--- config.mk ---
export PLATFORM = sky130hd
export DESIGN_NAME = brf_ctrl
export DESIGN_NICKNAME = d
export VERILOG_FILES = /design/src/hdl/brf_pkg.sv /design/src/hdl/brf_ctrl.sv
export SDC_FILE = /design/constraint.sdc
export NUM_CORES = 1
export LEC_CHECK = 0
export BUFFER_PORTS_ARGS = -buffer_cell sky130_fd_sc_hd__buf_2
export CAP_MARGIN = 20
export CORE_AREA = 2 2 39 41
export CTS_BUF_LIST = sky130_fd_sc_hd__clkbuf_8
export DETAILED_ROUTE_END_ITERATION = 8
export DIE_AREA = 0 0 41 43
export SLEW_MARGIN = 0
export SYNTH_ARGS = -nofsm -noshare
export SYNTH_HDL_FRONTEND = slang
export SYNTH_SLANG_ARGS = --single-unit
--- constraint.sdc ---
create_clock -name aclk -period 1.18 [get_ports aclk]
set_input_delay 0.059 -clock aclk [delete_from_list [all_inputs] [get_ports aclk]]
set_output_delay 0.059 -clock aclk [all_outputs]
set_load 0.1 [all_outputs]
--- src/hdl/brf_pkg.sv ---
// Shared types and constants for the byte ring FIFO.
// Used by brf_ctrl, brf_dp and byte_ring_fifo_top; no dependencies.
`default_nettype none

package brf_pkg;

    localparam int DEPTH     = 1024;
    localparam int MAX_BURST = 8;
    localparam int ADDR_W    = $clog2(DEPTH);
    localparam int CNT_W     = $clog2(DEPTH + 1);
    localparam int ACT_W     = 3;
    localparam int WORD_W    = 64;
    localparam int BYTE_W    = 8;
    localparam int LANE_W    = $clog2(WORD_W / BYTE_W);

    // s_tdata: count, data, match_byte; m_tdata: read_data, found_position, fill_level
    localparam int S_TDATA_W = ((CNT_W + WORD_W + BYTE_W + 7) / 8) * 8;
    localparam int M_TDATA_W = ((WORD_W + CNT_W + CNT_W + 7) / 8) * 8;

    localparam logic [ACT_W-1:0] ACT_PUSH  = 3'd0;
    localparam logic [ACT_W-1:0] ACT_POLL  = 3'd1;
    localparam logic [ACT_W-1:0] ACT_PEEK  = 3'd2;
    localparam logic [ACT_W-1:0] ACT_FLUSH = 3'd3;
    localparam logic [ACT_W-1:0] ACT_FIND  = 3'd4;
    localparam logic [ACT_W-1:0] ACT_CLEAR = 3'd5;

    // controller to datapath
    typedef struct packed {
        logic load;     // capture the accepted request
        logic start;    // rewind the byte walk, clear the gathered results
        logic walk_wr;  // write one byte per cycle at the tail
        logic walk_rd;  // read one byte per cycle from the head
        logic commit;   // update pointers and load the result register
    } cmd_t;

    // datapath to controller
    typedef struct packed {
        logic [ACT_W-1:0] act;
        logic             legal;
        logic             idx_end;
        logic             rd_vld;
        logic             hit;
        logic             out_busy;
    } sts_t;

endpackage

`default_nettype wire

--- src/hdl/brf_ctrl.sv ---
// Sequencer of the byte ring FIFO: accepts a request, runs the byte walk, commits.
// Depends on brf_pkg.
`default_nettype none

module brf_ctrl (
    input  wire logic          aclk,
    input  wire logic          aresetn,
    input  wire logic          s_tvalid,
    output logic               s_tready,
    input  wire brf_pkg::sts_t sts,
    output brf_pkg::cmd_t      cmd
);

    localparam logic [2:0] ST_IDLE   = 3'd0;
    localparam logic [2:0] ST_DECIDE = 3'd1;
    localparam logic [2:0] ST_WRITE  = 3'd2;
    localparam logic [2:0] ST_READ   = 3'd3;
    localparam logic [2:0] ST_SEARCH = 3'd4;
    localparam logic [2:0] ST_DONE   = 3'd5;

    logic [2:0] state_reg, state_next;

    assign s_tready = (state_reg == ST_IDLE);

    always_comb begin
        state_next  = state_reg;
        cmd         = '0;
        case (state_reg)
            ST_IDLE: begin
                if (s_tvalid) begin
                    cmd.load   = 1'b1;
                    state_next = ST_DECIDE;
                end
            end
            ST_DECIDE: begin
                cmd.start = 1'b1;
                if (!sts.legal) begin
                    state_next = ST_DONE;
                end else if (sts.act == brf_pkg::ACT_PUSH) begin
                    state_next = ST_WRITE;
                end else if (sts.act inside {brf_pkg::ACT_POLL, brf_pkg::ACT_PEEK}) begin
                    state_next = ST_READ;
                end else if (sts.act == brf_pkg::ACT_FIND) begin
                    state_next = ST_SEARCH;
                end else begin
                    state_next = ST_DONE;
                end
            end
            ST_WRITE: begin
                cmd.walk_wr = 1'b1;
                if (sts.idx_end) begin
                    state_next = ST_DONE;
                end
            end
            ST_READ: begin
                cmd.walk_rd = 1'b1;
                if (sts.idx_end && !sts.rd_vld) begin
                    state_next = ST_DONE;
                end
            end
            ST_SEARCH: begin
                cmd.walk_rd = 1'b1;
                // stop at the first match or once the last byte has come back
                if (sts.hit || (sts.idx_end && !sts.rd_vld)) begin
                    state_next = ST_DONE;
                end
            end
            ST_DONE: begin
                if (!sts.out_busy) begin
                    cmd.commit = 1'b1;
                    state_next = ST_IDLE;
                end
            end
            default: begin
                state_next = ST_IDLE;
            end
        endcase
    end

    always_ff @(posedge aclk) begin
        if (!aresetn) begin
            state_reg <= ST_IDLE;
        end else begin
            state_reg <= state_next;
        end
    end

    a_decide_after_accept: assert property (@(posedge aclk) disable iff (!aresetn)
        (state_reg == ST_DECIDE) |-> $past(s_tvalid && s_tready))
        else $error("decide without an accepted request");

    a_done_frees: assert property (@(posedge aclk) disable iff (!aresetn)
        (state_reg == ST_DONE && !sts.out_busy) |=> (state_reg == ST_IDLE))
        else $error("done state did not commit");

    a_walk_exclusive: assert property (@(posedge aclk) disable iff (!aresetn)
        !(cmd.walk_wr && cmd.walk_rd) && !(cmd.commit && cmd.load))
        else $error("conflicting commands");

endmodule

`default_nettype wire

==> results of run 1 <==
==> final cells by class <==
type	count	area share
Clock buffer	3	0.0599
Clock inverter	1	0.00544
Inverter	1	0.00544
Multi-Input combinational cell	31	0.405
Sequential cell	3	0.0962
Tap cell	16	0.0290
Timing Repair Buffer	28	0.399
==> power by group through the flow <==
stage | Sequential [mW] | Clock [mW] | Combinational, mW
final | 0.141 | 0.297 | 0.777
after global routing | 0.146 | 0.312 | 0.811
after CTS | 0.141 | 0.302 | 0.765
after detailed placement | 0.146 | 0 | 0.724
after global placement | 0.145 | 0 | 0.721
after floorplan | 0.132 | 0 | 0.500
==> stage by stage <==
step,util,TNS (ns),hold slack [ns],std cells
4_1_cts,0.480,-0.753,0.109,83
3_5_place_dp,0.420,-0.0461,0.337,76
6_report,0.498,-0.660,0.107,83
3_3_place_gp,0.420,-0.108,0.334,76
5_1_grt,0.498,-1.13,0.129,83
2_1_floorplan,-,-2.46,0.201,38
==> routing by layer <==
metal  part of all wire  routed length, µm
met5                  0                  0
met4              0.024                 22
met1               0.39                360
met3              0.054                 50
met2               0.53                484
==> worst paths after layout <==
path	startpoint	to
hold / removal	aresetn	state_reg[1]
setup reg to reg	state_reg[1]	state_reg[1]
hold reg to reg	state_reg[2]	state_reg[2]
setup / recovery	state_reg[1]	cmd[1]
==> cells in the mapped netlist <==
cell type | n | area, µm²
sky130_fd_sc_hd__buf_6 | 2 | 22.5
sky130_fd_sc_hd__and3b_1 | 1 | 8.76
sky130_fd_sc_hd__a21o_1 | 2 | 15.0
sky130_fd_sc_hd__nor3_1 | 1 | 5.00
sky130_fd_sc_hd__nor3b_1 | 2 | 15.0
sky130_fd_sc_hd__o21ai_1 | 1 | 5.00
sky130_fd_sc_hd__nor2_1 | 5 | 18.8
sky130_fd_sc_hd__a21oi_2 | 1 | 8.76
sky130_fd_sc_hd__nand2_2 | 1 | 6.26
sky130_fd_sc_hd__and2_1 | 1 | 6.26
sky130_fd_sc_hd__nor4b_1 | 2 | 17.5
sky130_fd_sc_hd__and4b_1 | 1 | 10.0
sky130_fd_sc_hd__nand2b_1 | 1 | 6.26
sky130_fd_sc_hd__buf_2 | 1 | 5.00
sky130_fd_sc_hd__inv_1 | 1 | 3.75
sky130_fd_sc_hd__nand2_1 | 3 | 11.3
sky130_fd_sc_hd__o41ai_2 | 1 | 16.3
sky130_fd_sc_hd__nand3b_1 | 1 | 7.51
sky130_fd_sc_hd__dfxtp_1 | 3 | 60.1
sky130_fd_sc_hd__a311oi_1 | 1 | 8.76
sky130_fd_sc_hd__a21oi_1 | 3 | 15.0
sky130_fd_sc_hd__a31o_1 | 1 | 8.76
sky130_fd_sc_hd__nor4bb_1 | 1 | 10.0
sky130_fd_sc_hd__mux2i_1 | 1 | 10.0
==> kinds of logic (layout without fill, tap and decap cells) <==
| kind of cell | count (synthesis) | in the layout |
|---|---|---|
| simple gates | 20 | 20 |
| flops | 3 | 3 |
| buf+inv | 4 | 33 |
| compound gates | 10 | 10 |
| mux | 1 | 1 |
==> what timing repair did <==
action,CTS,global route
resized for setup,3,7
endpoints found under the setup margin,9,9
pin swaps,6,3
hold buffers,0,0
buffers inserted,3,0
==> worst register-to-register path, cell delays in order (launching register included) <==
cell                      delay (ns)
sky130_fd_sc_hd__dfxtp_4        0.36
sky130_fd_sc_hd__and3b_2        0.22
sky130_fd_sc_hd__o21ai_1        0.24
sky130_fd_sc_hd__nand2_2        0.10
sky130_fd_sc_hd__a31o_1         0.21
==> out/summary.txt, run 1 <==
Crit Path Category = reg -> out
Most Used Layer, Global Route = met2
Number of nets in the layout = 79
Avg Cell Area, Syn = 7.94 µm²
Worst slack, placed = -0.0313 ns
Port Buffers = 16
Fmax = 758 MHz
Fraction of synthesized cell area in xor and xnor cells = 0
Share of power burned in combinational logic = 0.640
Power density over cell area = 1760 nW/µm²
Number of placement rows = 14
Type of the tightest min-delay check = in -> reg
Post-Syn Nets = 49
Simple logic cell fraction of the synthesized area = 0.407
Buffer cell driving the clock tree root = sky130_fd_sc_hd__clkbuf_8
Clock Tree Buf Depth = 2
Worst path buffer plus inverter count = 2
Library cells used by synthesis = 24
Die width = 41 µm
Fraction of layout cells with a size suffix above 1 = 0.687
CTS Buf Count = 3
Master of the slowest instance on the critical path = sky130_fd_sc_hd__dfxtp_4
Final worst clock skew = 0.00490 ns
TritonCTS clock tree = yes
Level count of the clock H-tree = 1
Worst hold stages = 2
Wire length of the first global-routing pass = 1600 µm
Reg area = 66.3 µm²
Warning count from the yosys run = 0
Worst-margin pin slew = 0.268 ns
Average via count per standard cell = 4.59
Largest net degree at the start of global routing = 9
Leakage = 0.307 nW
Instance area after placement = 582 µm²
Critical-path maximum fanout = 8
Multi-input gate area = 279 µm²
Number of flip-flops under the largest register name = 3
Area of the core region = 1380 µm²
Net Sw Power = 0.541 mW
CTS Sinks = 3
Die Footprint = 1760 µm²
Required time at the endpoint of the critical path = 1.12 ns
Sequential share of power = 0.116
Result of the run = complete, but fails checks
Setup violations, final = 9
Final worst setup slack = -0.139 ns
Starting density of the core = 0.218
Vias post-DR = 381
Synthesis-to-finish area growth = 129%
Maximum vdd ir drop = 0.707 mV
Max cap viols = 0
Clock period minus final worst setup slack = 1.32 ns
Global Route met1 Usage = 0.167
Power share of the clock group = 0.244
DRT Wirelength = 919 µm
Internal Dissipation = 0.674 mW
CP Cell Sequence = and3b_2 > buf_6 > a21o_4 > buf_12
Worst Setup End Kind = output pin
Total power = 1.22 mW
Mux cell area share after synthesis = 0.0332
Final Cycle Share = 1.12
Number of synthesized register bits = 3
Most frequent cells in the layout = sky130_fd_sc_hd__buf_2 (10), sky130_fd_sc_hd__buf_4 (8), sky130_fd_sc_hd__buf_12 (6)
Antenna violations before repair = 0
Num ports = 17
Count of unresolved DRC violations after routing = 0
Share of total power consumed by net switching = 0.445
Netlist area before placement = 302 µm²
Adder and majority cell fraction of the synthesized area = 0
Worst slew margin relative to its limit = 0.821
Later-pin clock latency in the skew report = 0.22 ns
Final number of hold-violating endpoints = 0
Compound-Gate Fraction of Synth Area = 0.257
Iteration count of the initial detailed-routing pass = 4
Slowest cell delay on critical path = 0.36 ns
Post-detailed-route count of antenna-violating nets = 0
Leading cell type in the layout, fill and taps excluded = sky130_fd_sc_hd__buf_2
Crit-path leading delay family = flip-flops
Remaining global-route overflow = 0
Portion of the post-synthesis area used by sequential elements = 0.199
Pins over their slew limit = 0
Violations in the final reports = negative setup slack
Diode insertion count for antenna repair = 0
Final weighted congestion in routability-driven placement = 0.793
Drt first-iter violations = 3
Overall Global Routing Usage = 0.137
Final HPWL from detailed placement = 715 µm
Unrepaired setup endpoints after global routing = yes
Type of origin of the critical path = flip-flop
Global Route met3 Usage = 0.0157
Final standard cell area without fillers = 689 µm²
Wirelength per Cell = 11.1 µm
Critical Path Stages = 4
Cell count after synthesis = 38
Filler cell count in the final layout = 125
Register-to-register path setup slack = -0.07 ns
Largest family of logic cells by synthesized area = simple AND/OR/NAND/NOR gates
Die extent in y = 43 µm
Depth of the worst register-to-register path = 4
Clock input transition at the sequential cells of the worst setup and hold paths = 0.03 ns
Data arrival time at the worst-slack endpoint = 1.26 ns
M2 GR Usage = 0.206
Vias in the first global route = 385
No activity file was read; power rests on OpenSTA's default activity.
==> run 2: changes to the inputs <==
==> constraint.sdc (replaced) <==
create_clock -name aclk -period 1.4 [get_ports aclk]
set_input_delay 0.07 -clock aclk [delete_from_list [all_inputs] [get_ports aclk]]
set_output_delay 0.07 -clock aclk [all_outputs]
set_load 0.1 [all_outputs]
==> out/summary.txt, run 2 (synthesized netlist as in run 1, its figures left out) <==
Result of the run = complete, no violations
Net Sw Power = 0.428 mW (-21%)
Final weighted congestion in routability-driven placement = 0.859 (+8.3%)
Final standard cell area without fillers = 587 µm² (-15%)
Count of unresolved DRC violations after routing = 0 (unchanged)
Largest net degree at the start of global routing = 12 (+3)
Worst Setup End Kind = output pin
Data arrival time at the worst-slack endpoint = 1.26 ns (about the same)
Register-to-register path setup slack = 0.08 ns (+0.15 ns)
Final HPWL from detailed placement = 671 µm (-6.1%)
Die width = 41 µm (unchanged)
Final number of hold-violating endpoints = 0 (unchanged)
Capture endpoint of the worst hold path = state_reg[1]
Crit-path leading delay family = flip-flops
Post-route insts no fill = 74 (-11%)
Antenna violations before repair = 0 (unchanged)
Number of flip-flops under the largest register name = 3 (unchanged)
Unrepaired setup endpoints after global routing = no
Utilization of the core after routing = 0.424 (-0.0741)
Worst hold stages = 2 (unchanged)
CTS Sinks = 3 (unchanged)
Max cap viols = 0 (unchanged)
Remaining global-route overflow = 0 (unchanged)
Final Cycle Share = 0.951
Master of the slowest instance on the critical path = sky130_fd_sc_hd__dfxtp_2
Port Buffers = 16 (unchanged)
Diode insertion count for antenna repair = 0 (unchanged)
Highest routing layer actually used = met4
Power share of the clock group = 0.259 (+0.015)
Worst slew margin relative to its limit = 0.786 (-0.0353)
Num ports = 17 (unchanged)
Internal Dissipation = 0.511 mW (-24%)
Routed metal-1 wire length = 321 µm (-11%)
Maximum vdd ir drop = 0.574 mV (-19%)
Drt first-iter violations = 4 (+1)
Crit Reg-Reg Startpoint = state_reg[2]
Multi-input gate area = 262 µm² (-6.3%)
Pins over their slew limit = 0 (unchanged)
Crit Path Category = reg -> out
Overall Global Routing Usage = 0.114 (-0.0222)
Power density over cell area = 1600 nW/µm² (-9.2%)
Fmax = 751 MHz
Critical-path maximum fanout = 11 (+3)
Share of total power consumed by net switching = 0.456 (+0.0107)
Worst reg2reg path endpoint = state_reg[2]
Required time at the endpoint of the critical path = 1.33 ns (+0.21 ns)
Total length of routed met3 wires = 47 µm (-6.0%)
Worst-margin pin slew = 0.317 ns (+0.0490 ns)
Most frequent cells in the layout = sky130_fd_sc_hd__buf_2 (10), sky130_fd_sc_hd__buf_12 (6), sky130_fd_sc_hd__nor2_1 (4)
Buffer cell driving the clock tree root = sky130_fd_sc_hd__clkbuf_8
Later-pin clock latency in the skew report = 0.22 ns (about the same)
Leading cell type in the layout, fill and taps excluded = sky130_fd_sc_hd__buf_2
Sequential share of power = 0.151 (+0.035)
Die extent in y = 43 µm (unchanged)
Fraction of layout cells with a size suffix above 1 = 0.603 (-0.0831)
Wirelength per Cell = 11.0 µm (-0.65%)
Type of origin of the critical path = flip-flop
TritonCTS clock tree = yes
CTS Buf Count = 3 (unchanged)
Post-detailed-route count of antenna-violating nets = 0 (unchanged)
Starting density of the core = 0.218 (unchanged)
Vias post-DR = 354 (-7.1%)
Wire length of the first global-routing pass = 1360 µm (-15%)
Level count of the clock H-tree = 1 (unchanged)
Hold wc startpoint = aresetn
Filler cell count in the final layout = 137 (+9.6%)
Clock input transition at the sequential cells of the worst setup and hold paths = 0.03 ns (about the same)
Number of nets in the layout = 70 (-11%)
Total Neg Setup Slack = 0 ns (+0.660 ns)
Leakage = 0.259 nW (-16%)
Share of power burned in combinational logic = 0.589 (-0.051)
Average via count per standard cell = 4.78 (+4.2%)
Slowest cell delay on critical path = 0.45 ns (+0.09 ns)
Met2 layer wire length in the routed design = 431 µm (-11%)
Instance area after placement = 534 µm² (-8.2%)
CP Cell Sequence = nor4bb_4 > buf_12
Dpl cells = 70 (-7.9%)
Number of placement rows = 14 (unchanged)
Iteration count of the initial detailed-routing pass = 2 (-2)
Die Footprint = 1760 µm² (unchanged)
Reg area = 63.8 µm² (-3.8%)
DRT Wirelength = 814 µm (-11%)
Area of the core region = 1380 µm² (unchanged)
Clock period minus final worst setup slack = 1.33 ns
Worst path buffer plus inverter count = 1 (-1)
Type of the tightest min-delay check = in -> reg
Clock Tree Buf Depth = 2 (unchanged)
Vias in the first global route = 356 (-7.5%)
Depth of the worst register-to-register path = 4 (unchanged)
Final worst clock skew = 0.00177 ns (-0.00313 ns)
Synthesis-to-finish area growth = 94.6%
Setup violations, final = 0 (-9)
## run 2: metal layers
metal	vias up	global-route usage
met5	-	0
met4	0	0.0733
met3	2	0.0314
met2	12	0.194
met1	161	0.112
li1	179	-
## run 2: what timing repair did
item | CTS | global route
pin swaps | 1 | 0
resized for setup | 1 | 2
setup endpoints to repair | 2 | 3
setup buffers | 0 | 0
hold buffers | 0 | 0
## run 2: through the flow
| step | setup WS (ns) | hold WS [ns] | total power, mW |
|---|---|---|---|
| 2_1_floorplan | -0.412 | 0.212 | 0.531 |
| 3_3_place_gp | 0.0721 | 0.363 | 0.691 |
| 3_5_place_dp | 0.0152 | 0.358 | 0.694 |
| 4_1_cts | 0.00583 | 0.140 | 0.944 |
| 5_1_grt | 0.00317 | 0.147 | 0.987 |
| 6_report | 0.0682 | 0.142 | 0.939 |
## run 2: worst register-to-register path: stages, from the launching register on
cell	delay (ns)
sky130_fd_sc_hd__dfxtp_2	0.41
sky130_fd_sc_hd__and3b_1	0.24
sky130_fd_sc_hd__o21ai_2	0.21
sky130_fd_sc_hd__nand2_2	0.09
sky130_fd_sc_hd__o41ai_2	0.28
## run 2: worst max path at each step
| stage | end | cells past startpoint | startpoint | slack [ns] |
|---|---|---|---|---|
| floorplan | cmd[4] | 3 | state_reg[1] | -0.41 |
| global placement | state_reg[0] | 4 | state_reg[1] | 0.07 |
| detailed placement | state_reg[2] | 4 | state_reg[2] | 0.02 |
| CTS | state_reg[2] | 4 | state_reg[2] | 0.006 |
| global route | cmd[0] | 2 | state_reg[0] | 0.003 |
| finish | cmd[0] | 2 | state_reg[0] | 0.07 |
## run 2: final cells by class
class / count / area share
clock inverter: 1 / 0.00640
tap: 16 / 0.0341
inverter: 1 / 0.00640
sequential: 3 / 0.109
clock buffer: 3 / 0.0704
multi-input combinational: 31 / 0.446
timing repair buffer: 19 / 0.328
## run 2: power groups by stage
stage	Sequential, mW	Clock, mW	Combinational, mW
after floorplan	0.111	0	0.420
after global placement	0.141	0	0.549
after detailed placement	0.143	0	0.551
after CTS	0.142	0.248	0.554
after global routing	0.148	0.263	0.577
final	0.142	0.244	0.553
==> run 3: changes to the inputs <==
--- a/config.mk
+++ b/config.mk
@@ -11,6 +11,7 @@
 export CTS_BUF_LIST = sky130_fd_sc_hd__clkbuf_8
 export DETAILED_ROUTE_END_ITERATION = 8
 export DIE_AREA = 0 0 41 43
+export RECOVER_POWER = 50
 export SLEW_MARGIN = 0
 export SYNTH_ARGS = -nofsm -noshare
 export SYNTH_HDL_FRONTEND = slang
==> out/summary.txt, run 3 (synthesized netlist as in run 1, its figures left out) <==
Num ports = 17 (unchanged)
Worst hold stages = 2 (unchanged)
Remaining global-route overflow = 0 (unchanged)
CTS Buf Count = 3 (unchanged)
Utilization of the core after routing = 0.406 (-0.0181)
Final worst clock skew = 0.00177 ns (unchanged)
Worst-margin pin slew = 0.317 ns (unchanged)
Data arrival time at the worst-slack endpoint = 1.26 ns (about the same)
Type of the tightest min-delay check = in -> reg
Synthesis-to-finish area growth = 86.3%
Instance area after placement = 534 µm² (unchanged)
Crit Reg-Reg Startpoint = state_reg[2]
Capture endpoint of the worst hold path = state_reg[1]
Drt first-iter violations = 4 (unchanged)
Number of placement rows = 14 (unchanged)
Leakage = 0.251 nW (-3.4%)
Worst Setup End Kind = output pin
Internal Dissipation = 0.468 mW (-8.4%)
Largest net degree at the start of global routing = 12 (unchanged)
Iteration count of the initial detailed-routing pass = 2 (unchanged)
CTS Sinks = 3 (unchanged)
Most frequent cells in the layout = sky130_fd_sc_hd__buf_2 (10), sky130_fd_sc_hd__nor2_1 (4), sky130_fd_sc_hd__buf_12 (4), sky130_fd_sc_hd__buf_4 (4)
Clock Tree Buf Depth = 2 (unchanged)
Share of total power consumed by net switching = 0.473 (+0.0167)
Highest routing layer actually used = met4
Diode insertion count for antenna repair = 0 (unchanged)
Die Footprint = 1760 µm² (unchanged)
Final HPWL from detailed placement = 671 µm (unchanged)
Number of nets in the layout = 70 (unchanged)
Max cap viols = 0 (unchanged)
Origin of the worst setup path = state_reg[0]
Final Cycle Share = 0.951 (unchanged)
Count of unresolved DRC violations after routing = 0 (unchanged)
Routed metal-1 wire length = 318 µm (-0.93%)
Hold wc startpoint = aresetn
Starting density of the core = 0.218 (unchanged)
Port Buffers = 16 (unchanged)
Depth of the worst register-to-register path = 4 (unchanged)
DRT Wirelength = 816 µm (+0.25%)
Crit Path Category = reg -> out
Critical-path maximum fanout = 11 (unchanged)
Die extent in y = 43 µm (unchanged)
Unrepaired setup endpoints after global routing = no
Result of the run = complete, no violations
Clock input transition at the sequential cells of the worst setup and hold paths = 0.03 ns (about the same)
Register-to-register path setup slack = 0.08 ns (about the same)
Total length of routed met3 wires = 53 µm (+13%)
Vias in the first global route = 356 (unchanged)
Vias post-DR = 354 (unchanged)
Buffer cell driving the clock tree root = sky130_fd_sc_hd__clkbuf_8
Area of the core region = 1380 µm² (unchanged)
Sequential share of power = 0.160 (+0.009)
Post-detailed-route count of antenna-violating nets = 0 (unchanged)
Worst slew margin relative to its limit = 0.786 (unchanged)
Setup violations, final = 0 (unchanged)
Required time at the endpoint of the critical path = 1.33 ns (about the same)
Overall Global Routing Usage = 0.114 (unchanged)
Final number of hold-violating endpoints = 0 (unchanged)
Type of origin of the critical path = flip-flop
Leading cell type in the layout, fill and taps excluded = sky130_fd_sc_hd__buf_2
Filler cell count in the final layout = 140 (+2.2%)
Final standard cell area without fillers = 562 µm² (-4.3%)
Fmax = 751 MHz (unchanged)
Final Hold Slack = 0.142 ns (unchanged)
Total Neg Setup Slack = 0 ns (unchanged)
TritonCTS clock tree = yes
Antenna violations before repair = 0 (unchanged)
Maximum vdd ir drop = 0.510 mV (-11%)
Number of flip-flops under the largest register name = 3 (unchanged)
Total power = 0.887 mW (-5.6%)
Power share of the clock group = 0.275 (+0.016)
Share of power burned in combinational logic = 0.565 (-0.024)
Fraction of layout cells with a size suffix above 1 = 0.603 (unchanged)
Power density over cell area = 1580 nW/µm² (-1.3%)
Met2 layer wire length in the routed design = 430 µm (-0.23%)
Average via count per standard cell = 4.78 (unchanged)
Pins over their slew limit = 0 (unchanged)
Clock period minus final worst setup slack = 1.33 ns (unchanged)
Wirelength per Cell = 11.0 µm (+0.25%)
Later-pin clock latency in the skew report = 0.22 ns (about the same)
Wire length of the first global-routing pass = 1360 µm (unchanged)
Die width = 41 µm (unchanged)
Net Sw Power = 0.419 mW (-2.1%)
Worst reg2reg path endpoint = state_reg[2]
Level count of the clock H-tree = 1 (unchanged)
Final weighted congestion in routability-driven placement = 0.859 (unchanged)
-- run 3: stage by stage --
step	cells	worst slack, ns
final	74	0.0682
after detailed placement	70	0.0152
after floorplan	38	-0.412
after CTS	74	0.00583
after global placement	70	0.0721
after global routing	74	0.00317
-- run 3: timing repair --
action,CTS,global route
buffers inserted,0,0
pin swaps,1,0
setup endpoints to repair,2,3
resized for setup,1,2
hold buffers,0,0
-- run 3: cell type report --
cell class                 instances  area (µm²)  share of cell area
inverter                           1        3.75             0.00668
clock buffer                       3        41.3              0.0735
multi-input combinational         31         262               0.465
tap                               16        20.0              0.0356
clock inverter                     1        3.75             0.00668
timing repair buffer              19         168               0.298
sequential                         3        63.8               0.114
-- run 3: how the worst max path moves through the flow --
stage	to	cells after the start	slack, ns
after floorplan	cmd[4]	3	-0.41
after global placement	state_reg[0]	4	0.07
after detailed placement	state_reg[2]	4	0.02
after CTS	state_reg[2]	4	0.006
after global routing	cmd[0]	2	0.003
final	cmd[0]	2	0.07
-- run 3: routing by layer --
layer / GRT usage / vias up
li1: - / 179
met1: 0.112 / 161
met2: 0.194 / 12
met3: 0.0314 / 2
met4: 0.0733 / 0
met5: 0 / -
-- run 3: power groups by stage --
stage,Combinational [mW],Clock (mW),Sequential (mW)
floorplan,0.420,0,0.111
global placement,0.549,0,0.141
detailed placement,0.551,0,0.143
CTS,0.554,0.248,0.142
global route,0.524,0.263,0.148
finish,0.501,0.244,0.142
-- run 3: worst max-delay path, stage by stage (launching register included) --
cell and delay (ns):
sky130_fd_sc_hd__dfxtp_2 0.45, sky130_fd_sc_hd__nor4bb_4 0.38, sky130_fd_sc_hd__buf_12 0.21
